===== src/design/ssa_pkg.sv =====
`timescale 1ns / 1ps
// ----------------------------------------------------------------------------
// ssa_pkg: shared types and constants of the swap slot allocator
// Field widths, opcodes, the slot table row and the controller/datapath links.
// ----------------------------------------------------------------------------
package ssa_pkg;

  // Field widths
  localparam int OPCODE_W = 2;
  localparam int PAGE_W   = 20;
  localparam int TID_W    = 16;
  localparam int SIDX_W   = 10;
  localparam int SECTOR_W = 13;
  localparam int SWAP_W   = 14;

  // Default sizing
  localparam int DEF_NUM_SLOTS        = 1024;
  localparam int DEF_SECTORS_PER_SLOT = 8;

  // Opcodes
  localparam logic [OPCODE_W-1:0] OP_ALLOC = 2'd0;
  localparam logic [OPCODE_W-1:0] OP_PULL  = 2'd1;
  localparam logic [OPCODE_W-1:0] OP_FREE  = 2'd2;
  localparam logic [OPCODE_W-1:0] OP_CLEAN = 2'd3;

  // One entry of the slot table
  typedef struct packed {
    logic              busy;
    logic [PAGE_W-1:0] page;
    logic [TID_W-1:0]  tid;
  } ssa_row_t;

  // Controller to datapath
  typedef struct packed {
    logic capture;     // latch the transaction, start slot read
    logic alloc;       // take a slot from the stack or create one
    logic free_apply;  // release the addressed slot if occupied
    logic scan_step;   // one step of the table scan
    logic scan_end;    // scan ran off the end of the created slots
    logic load_out;    // move the result into the output register
  } ssa_cmd_t;

  // Datapath to controller
  typedef struct packed {
    logic op_is_pull;
    logic hit;
    logic scan_done;
    logic out_free;
  } ssa_stat_t;

endpackage


===== src/design/ssa_ctrl.sv =====
`timescale 1ns / 1ps
// ----------------------------------------------------------------------------
// ssa_ctrl: transaction sequencer of the swap slot allocator
// Accepts one transaction at a time, steps the datapath through allocate,
// free or table scan, then hands the result to the output register.
// ----------------------------------------------------------------------------
module ssa_ctrl
  import ssa_pkg::*;
(
  input  logic                clk,
  input  logic                rst,
  input  logic                in_valid,
  output logic                in_ready,
  input  logic [OPCODE_W-1:0] opcode,
  input  ssa_stat_t           stat,
  output ssa_cmd_t            cmd
);

  localparam logic [2:0] S_IDLE  = 3'd0;
  localparam logic [2:0] S_ALLOC = 3'd1;
  localparam logic [2:0] S_FREE  = 3'd2;
  localparam logic [2:0] S_SCAN  = 3'd3;
  localparam logic [2:0] S_RESP  = 3'd4;

  logic [2:0] state;
  logic [2:0] state_next;

  assign in_ready = state == S_IDLE;

  // Next state and commands
  always_comb begin
    cmd        = '0;
    state_next = state;
    unique case (state)
      S_IDLE: begin
        if (in_valid) begin
          cmd.capture = 1'b1;
          unique case (opcode)
            OP_ALLOC: state_next = S_ALLOC;
            OP_FREE:  state_next = S_FREE;
            OP_PULL:  state_next = S_SCAN;
            OP_CLEAN: state_next = S_SCAN;
          endcase
        end
      end
      S_ALLOC: begin
        cmd.alloc  = 1'b1;
        state_next = S_RESP;
      end
      S_FREE: begin
        cmd.free_apply = 1'b1;
        state_next     = S_RESP;
      end
      S_SCAN: begin
        cmd.scan_step = 1'b1;
        if (stat.op_is_pull && stat.hit) begin
          state_next = S_RESP;
        end else if (stat.scan_done) begin
          cmd.scan_end = 1'b1;
          state_next   = S_RESP;
        end
      end
      S_RESP: begin
        if (stat.out_free) begin
          cmd.load_out = 1'b1;
          state_next   = S_IDLE;
        end
      end
      default: state_next = S_IDLE;
    endcase
  end

  // State register
  always_ff @(posedge clk) begin
    if (rst) begin
      state <= S_IDLE;
    end else begin
      state <= state_next;
    end
  end

endmodule


===== config.mk =====
export PLATFORM = sky130hd
export DESIGN_NAME = ssa_ctrl
export DESIGN_NICKNAME = d
export VERILOG_FILES = /design/src/design/ssa_pkg.sv /design/src/design/ssa_ctrl.sv
export SDC_FILE = /design/constraint.sdc
export NUM_CORES = 1
export LEC_CHECK = 0
export ABC_AREA = 1
export ABC_CLOCK_PERIOD_IN_PS = 2300
export BUFFER_PORTS_ARGS = -buffer_cell sky130_fd_sc_hd__buf_2
export CAP_MARGIN = 10
export CORE_AREA = 2 2 39 41
export CTS_BUF_LIST = sky130_fd_sc_hd__clkbuf_4
export CTS_CLUSTER_SIZE = 28
export DETAILED_ROUTE_END_ITERATION = 16
export DIE_AREA = 0 0 41 43
export PLACE_DENSITY = 0.52
export SYNTH_ARGS = -nofsm -noshare
export SYNTH_HDL_FRONTEND = slang
export SYNTH_SLANG_ARGS = --single-unit

===== constraint.sdc =====
create_clock -name clk -period 2.3 [get_ports clk]
set_clock_uncertainty 0.1 [all_clocks]
set_input_delay 0.23 -clock clk [delete_from_list [all_inputs] [get_ports clk]]
set_output_delay 0.23 -clock clk [all_outputs]
set_load 0.01 [all_outputs]

==> summary.md, run 1 <==
| Metric | Value |
|---|---|
| Period Utilization, post-route | `65.1%` |
| Highest attainable clock frequency | `0.668 GHz` |
| Required time of the critical path | `1.97 ns` |
| Number of hold violations in the final report | `0` |
| Result of the run | `finished, final reports clean` |
| First-pass GRT wire length | `1030 um` |
| Total count of max-transition violations in the final report | `0` |
| Maximum number of pins on one net before global-route repair | `7` |
| Layout Nets | `73` |
| Max-cap violation count | `0` |
| HPWL after detailed placement | `503 um` |
| RSZ-0062 raised after global routing | `false` |
| Fill cell total of the finished layout | `167` |
| Aggregate global routing overflow | `0` |
| Multiplexer area fraction after synthesis | `0%` |
| Number of instances resized during post-cts repair | `0` |
| Met3 usage in global routing | `6.28%` |
| Commonest cells after routing, fill and taps aside | `buf_2 (15), nand2_1 (9), inv_1 (7)` |
| Post-route insts no fill | `79` |
| Maximum root-to-sink buffer count | `2` |
| Total power divided by cell area | `1340 nW/um^2` |
| P_sw | `0.000245 W` |
| Critical path depth | `4` |
| Register bank with the most flops | `state` |
| Number of top-level pins | `16` |
| Detailed-route via count | `318` |
| Arrival time worst endpoint | `1.17 ns` |
| RD Place Congestion | `0.725` |
| Synthesized instance count | `44` |
| Starting DRT DRC Count | `4` |
| Syn_nets | `53` |
| Most common cell after layout, fill and taps aside | `buf_2` |
| Total number of H-tree levels | `1` |
| Cell types with the largest area share after synthesis | `dfxtp_1 (23%), nand2_1 (13%), nand3_2 (11%)` |
| Number of placed instances with taps included | `75` |
| Longest individual stage delay on the worst path | `0.34 ns` |
| Part of the total power dissipated in sequential elements | `22.3%` |
| Total setup violations reported at the end of the flow | `0` |
| Cell Int Power | `0.000273 W` |
| Clock share of power | `19.9%` |
| Number of search-and-repair iterations in the first detailed-routing pass | `2` |
| Clock tree from TritonCTS | `built` |
| Antenna violations before repair | `0` |
| GR Layer Usage met1 | `9.29%` |
| Detailed Route WL | `590 um` |
| Ratio of cells with drive above 1 in the final layout | `47.6%` |
| Start point of the critical path | `state[1]` |
| Tightest slew margin relative to the limit | `81.2%` |
| Share of synthesized cell area in full adder, half adder and majority cells | `0%` |
| Hold Startpoint | `rst` |
| IR drop worst, VDD | `414 uV` |
| Crit path cell chain | `nor2_2, nand2_1, nor2_1, buf_2` |
| # Post-CTS Setup Buffers | `0` |
| Regs by FF count | `state x3` |
| Yosys top cell area share | `23.0%` |
| End of the worst register-to-register path | `state[0]` |
| Number of buffers added on ports | `15` |
| Register bit total from synthesis | `3` |
| Cell row count | `14` |
| # DRC | `0` |
| Starting utilization of the core area | `18.9%` |
| Clock transition at the register clock pins on the worst setup and hold paths after CTS | `0.04 ns` |
| Length in cells of the worst reg-to-reg path | `6` |
| Combined buffer and inverter count along the critical path | `1` |
| Pre-CTS worst setup slack | `1.03 ns` |
| Hold slack final | `0.156 ns` |
| Slack of the critical path | `0.802 ns` |
| Number of warnings printed during yosys synthesis | `0` |
| Gate power share | `57.8%` |
| Total inserted antenna cells | `0` |
| Number of vias per cell after detailed routing | `4.03` |
| Fraction of the mapped netlist area in compound gates | `7.18%` |
| Tot GR Track Use | `8.63%` |
| Kind of path behind the tightest hold check | `primary input to flip-flop` |
| Busiest metal layer after global routing | `met2` |
| Area growth syn-to-layout | `47.8%` |
| Die Outline Area | `1760 sq um` |
| Wirelength per Cell | `7.47 um` |
| Antenna Nets Post-Route | `0` |
| Die width | `41 um` |
| Pleak | `0.238 nW` |
| Critical path class | `flip-flop to output pin` |
| Termination of the worst setup path | `cmd[5]` |
| Die Height | `43 um` |
| Synth Area in XOR/XNOR | `0%` |
| Post-synthesis share of cell area spent on and, or, nand and nor gates | `55.5%` |
| Clk Tree Root Cell | `clkbuf_4` |
| Via count of the first global-routing pass | `313` |
| Clock buffer count from CTS | `3` |
| Type of element capturing the critical path | `output pin` |
| Crit path max-delay cell type | `dfxtp_1` |
| Element type at the critical path start | `flip-flop` |
| CTS sink count | `3` |
| Dominant combinational cell family by area after synthesis | `simple AND/OR/NAND/NOR gates` |
| Met2 Use GR | `13.1%` |
| Hold bufs inserted after CTS | `0` |
| Maximum net fanout on the critical path | `6` |
| RR Startpoint | `state[1]` |
| Max reg flops | `3` |
| Portion of the post-synthesis area used by sequential elements | `23.0%` |
| Internal reg-to-reg setup slack | `1.06 ns` |
| Net Sw Frac | `47.3%` |
| Core footprint | `1380 sq um` |
| Clock Latency Late Sink | `0.23 ns` |
| Average cell area after synthesis | `5.94 sq um` |
| Cell accounting for the most synthesized area | `dfxtp_1` |
| Final core utilization | `27.9%` |
| Cell variety after synth | `14` |
| Summed negative setup slack over all endpoints | `0 ns` |
| Slew at the pin closest to its max-slew limit | `0.282 ns` |
| Post-synthesis cell area | `262 sq um` |
| Category of cells accounting for the largest share of critical-path delay | `simple AND/OR/NAND/NOR gates` |
| Min Clock Period, post-route | `1.50 ns` |
[cell usage after synthesis]
| cell type | n |
|---|---|
| nand2_1 | 9 |
| inv_1 | 7 |
| nor2_1 | 6 |
| dfxtp_1 | 3 |
| inv_2 | 3 |
| nand3_2 | 3 |
| a21oi_1 | 2 |
| nand2_2 | 2 |
| nand3_1 | 2 |
| nand4_1 | 2 |
| nor2_2 | 2 |
| nor3_1 | 1 |
| nor4_1 | 1 |
| o21ai_2 | 1 |
[power groups by stage]
stage	Combinational [W]	Clock [W]	Sequential [W]
global route	0.000346	0.000112	0.000123
finish	0.000299	0.000103	0.000115
detailed placement	0.000305	0	0.000116
global placement	0.000302	0	0.000116
floorplan	0.000223	0	0.000110
CTS	0.000307	0.000109	0.000115
[worst min-delay path, stage by stage]
cell and delay (ns):
buf_2 0.09, nor2_1 0.05, o21ai_2 0.05, inv_2 0.03
[worst min-delay path by stage]
stage	to	slack, ns	cells after the start
2_1_floorplan	state[2]	0.28	3
3_3_place_gp	state[2]	0.40	4
3_5_place_dp	state[2]	0.40	4
4_1_cts	state[2]	0.16	4
5_1_grt	state[0]	0.17	4
6_report	state[2]	0.16	4
[metrics by stage]
stage          cell area [sq um]  total power (W)
2_1_floorplan                262         0.000333
3_3_place_gp                 357         0.000418
3_5_place_dp                 357         0.000420
4_1_cts                      387         0.000530
5_1_grt                      387         0.000582
6_report                     387         0.000517
[layer usage]
layer / wire (um) / vias to the layer above
li1: - / 176
met3: 47 / 0
met1: 257 / 134
met4: 0 / 0
met2: 286 / 8
met5: 0 / -
[kinds of logic after synthesis]
group | count (synthesis)
and+or+nand+nor | 28
buffers and inverters | 10
DFF | 3
AOI/OAI and AO/OA | 3
[final cells by class]
type	count	area (sq um)	share of cell area (%)
multi-input combinational	31	164	42.4
timing repair buffer	15	75.1	19.4
sequential	3	60.1	15.5
inverter	10	37.5	9.71
clock buffer	4	30.0	7.77
tap	16	20.0	5.18
Note: power is estimated with default switching activity, not from simulation.
==> run 2: changes to the inputs <==
- ABC_AREA: 1 -> 0
- ABC_CLOCK_PERIOD_IN_PS: 2300 -> 1600
- PLACE_DENSITY: 0.52 -> 0.45
- clock period: 2.3 -> 1.6 ns (I/O delays scaled with it)
==> run 2 against run 1 <==
Sequential share of layout area rose by 3.5 points. Sequential cell count is the same. Total power is 42% lower. Critical path depth is 1 lower. Clock-buffer cell count unchanged. Cell count fell by 28%. Via count decreased by 34%. Critical path type unchanged. Critical endpoint is now cmd[1].
==> summary.md, run 2 <==
| Metric | Value |
|---|---|
| Critical path class | `flip-flop to output pin` |
| Die width | `41 um (unchanged)` |
| # Post-CTS Setup Buffers | `0 (unchanged)` |
| Total area of sequential cells | `60.1 sq um (unchanged)` |
| Number of buffers added on ports | `15 (unchanged)` |
| Synthesized instance count | `21 (-52%)` |
| Number of warnings printed during yosys synthesis | `0 (unchanged)` |
| Register bit total from synthesis | `3 (unchanged)` |
| Max-cap violation count | `0 (unchanged)` |
| Tot GR Track Use | `5.83% (-2.8 points)` |
| Area growth syn-to-layout | `75.0%` |
| Clock tree from TritonCTS | `built` |
| Antenna Nets Post-Route | `0 (unchanged)` |
| Clk Tree Root Cell | `clkbuf_4` |
| Detailed Route WL | `461 um (-22%)` |
| Proportion of register bits with asynchronous set or reset after synthesis | `0% (unchanged)` |
| Total count of max-transition violations in the final report | `0 (unchanged)` |
| Yosys top cell area share | `33.3% (+10 points)` |
| Cell types with the largest area share after synthesis | `dfxtp_1 (33%), and3b_1 (9.7%), nor3b_1 (8.3%)` |
| Kind of path behind the tightest hold check | `primary input to flip-flop` |
| # DRC | `0 (unchanged)` |
| Wirelength per Cell | `8.09 um (+8.3%)` |
| Total setup violations reported at the end of the flow | `0 (unchanged)` |
| Most frequent cell after synthesis | `dfxtp_1` |
| Ratio of cells with drive above 1 in the final layout | `51.2% (+3.6 points)` |
| Number of search-and-repair iterations in the first detailed-routing pass | `2 (unchanged)` |
| Internal reg-to-reg setup slack | `0.30 ns (-0.76 ns)` |
| Number of instances resized during post-cts repair | `0 (unchanged)` |
| Core footprint | `1380 sq um (unchanged)` |
| Hold bufs inserted after CTS | `1 (+1)` |
| Detailed-route via count | `211 (-34%)` |
| Area of all placed cells without fillers | `315 sq um (-18%)` |
| Cell accounting for the most synthesized area | `dfxtp_1` |
| IR drop worst, VDD | `236 uV (-43%)` |
| Maximum net fanout on the critical path | `8 (+2)` |
| Pre-CTS worst setup slack | `0.312 ns (-0.718 ns)` |
| Required time of the critical path | `1.34 ns (-0.63 ns)` |
| Post-synthesis cell area | `180 sq um (-31%)` |
| Hold slack final | `0.150 ns (-0.00540 ns)` |
| Number of top-level pins | `16 (unchanged)` |
| Leading post-synthesis cells by instance count | `dfxtp_1 (3), a21oi_1 (2), and3b_1 (2), nor3b_1 (2), o21ai_0 (2)` |
| Regs by FF count | `state x3` |
| Commonest cells after routing, fill and taps aside | `buf_2 (15), clkbuf_4 (4), dfxtp_1 (3)` |
| Combined area of the multi-input logic cells | `116 sq um (-29%)` |
| Clock transition at the register clock pins on the worst setup and hold paths after CTS | `0.04 ns (about the same)` |
| RD Place Congestion | `0.615 (-15%)` |
| Number of hold violations in the final report | `0 (unchanged)` |
| Layout Nets | `51 (-30%)` |
| Longest individual stage delay on the worst path | `0.44 ns (+0.10 ns)` |
| Max reg flops | `3 (unchanged)` |
| HPWL after detailed placement | `362 um (-28%)` |
| Maximum root-to-sink buffer count | `2 (unchanged)` |
| RSZ-0062 raised after global routing | `false` |
| Final core utilization | `22.8% (-5.2 points)` |
| Aggregate global routing overflow | `0 (unchanged)` |
| Arrival time worst endpoint | `1.19 ns (+0.02 ns)` |
| Pleak | `0.166 nW (-30%)` |
| Fill cell total of the finished layout | `154 (-7.8%)` |
| Via count of the first global-routing pass | `162 (-48%)` |
| Category of cells accounting for the largest share of critical-path delay | `flip-flops` |
| Die Outline Area | `1760 sq um (unchanged)` |
| CTS sink count | `3 (unchanged)` |
| Result of the run | `finished, final reports clean` |
| Cell variety after synth | `15 (+1)` |
| Tightest slew margin relative to the limit | `80.5% (-0.66 points)` |
| Number of enable flip-flop cells after synthesis | `0 (unchanged)` |
| Clock Latency Late Sink | `0.23 ns (about the same)` |
| Most common flop cell mapped by yosys | `dfxtp_1` |
| Period Utilization, post-route | `90.5%` |
| Portion of the post-synthesis area used by sequential elements | `33.3% (+10 points)` |
| Starting DRT DRC Count | `4 (unchanged)` |
| Element type at the critical path start | `flip-flop` |
| Syn_nets | `30 (-43%)` |
| Combined buffer and inverter count along the critical path | `1 (unchanged)` |
| Maximum number of pins on one net before global-route repair | `9 (+2)` |
| Number of vias per cell after detailed routing | `3.70 (-8.0%)` |
| Highest attainable clock frequency | `0.690 GHz` |
| Total number of H-tree levels | `1 (unchanged)` |
| Most common cell after layout, fill and taps aside | `buf_2` |
| Die Height | `43 um (unchanged)` |
| Summed negative setup slack over all endpoints | `0 ns (unchanged)` |
| Min Clock Period, post-route | `1.45 ns` |
| Slew at the pin closest to its max-slew limit | `0.292 ns (+0.00950 ns)` |
| Starting utilization of the core area | `13.0% (-5.9 points)` |
| Cell row count | `14 (unchanged)` |
| Antenna violations before repair | `0 (unchanged)` |
| First-pass GRT wire length | `634 um (-38%)` |
| Crit path max-delay cell type | `dfxtp_1` |
| Total power divided by cell area | `949 nW/um^2 (-29%)` |
| Clock buffer count from CTS | `3 (unchanged)` |
| Register bank with the most flops | `state` |
| Average cell area after synthesis | `8.58 sq um (+44%)` |
| Type of element capturing the critical path | `output pin` |
| Area after detailed placement | `275 sq um (-23%)` |
| Total inserted antenna cells | `0 (unchanged)` |
| Crit path cell chain | `and3b_1, and3_1, buf_2` |
| Slack of the critical path | `0.151 ns (-0.651 ns)` |
## run 2: cell types whose count changed after synthesis, sizes merged, moves of 2 or more
cell	previous run	this run
nand4	2	0
o21ai	1	3
nor2	8	1
inv	10	1
and3	0	2
and3b	0	2
nor3b	0	2
nand3	5	0
nand2	11	1
## run 2: final timing paths
path / depth (start not counted) / endpoint / from
worst min-delay path: 3 / state[1] / opcode[1]
worst min register to register: 3 / state[1] / state[0]
worst max-delay path: 3 / cmd[1] / state[2]
worst max register to register: 3 / state[2] / state[2]
## run 2: area by class of cell
class / instances / share of cell area [%]
clock buffers: 4 / 9.52
inverters: 1 / 1.19
multi-input cells: 17 / 36.9
flip-flops and latches: 3 / 19.0
well taps: 16 / 6.35
repair buffers: 16 / 27.0
## run 2: tightest hold or removal path, stage by stage
cell     delay [ns]
buf_2          0.08
o21ai_0        0.06
a21oi_1        0.14
## run 2: stage by stage
step                cells  total power, W
floorplan              21        0.000121
global placement       52        0.000148
detailed placement     52        0.000149
CTS                    57        0.000308
global route           57        0.000323
finish                 57        0.000299
## run 2: where the power goes
part | leakage [nW] | total (W) | switching (W) | internal (W)
Sequential | 0.0246 | 0.0000919 | 0.0000105 | 0.0000814
Combinational | 0.122 | 0.0000565 | 0.0000248 | 0.0000316
Clock | 0.0184 | 0.000151 | 0.0000404 | 0.000110
## run 2: cells by family after synthesis
family / share of synthesized area (%)
flops: 33.3
compound gates: 13.9
simple gates: 50.7
buf+inv: 2.08
## run 2: metal layers
metal,track usage [%],up-vias,wire length (um)
met5,0,-,0
met4,6.00,0,0
met3,3.14,0,43
met2,5.00,10,173
met1,8.71,81,244
li1,-,120,-
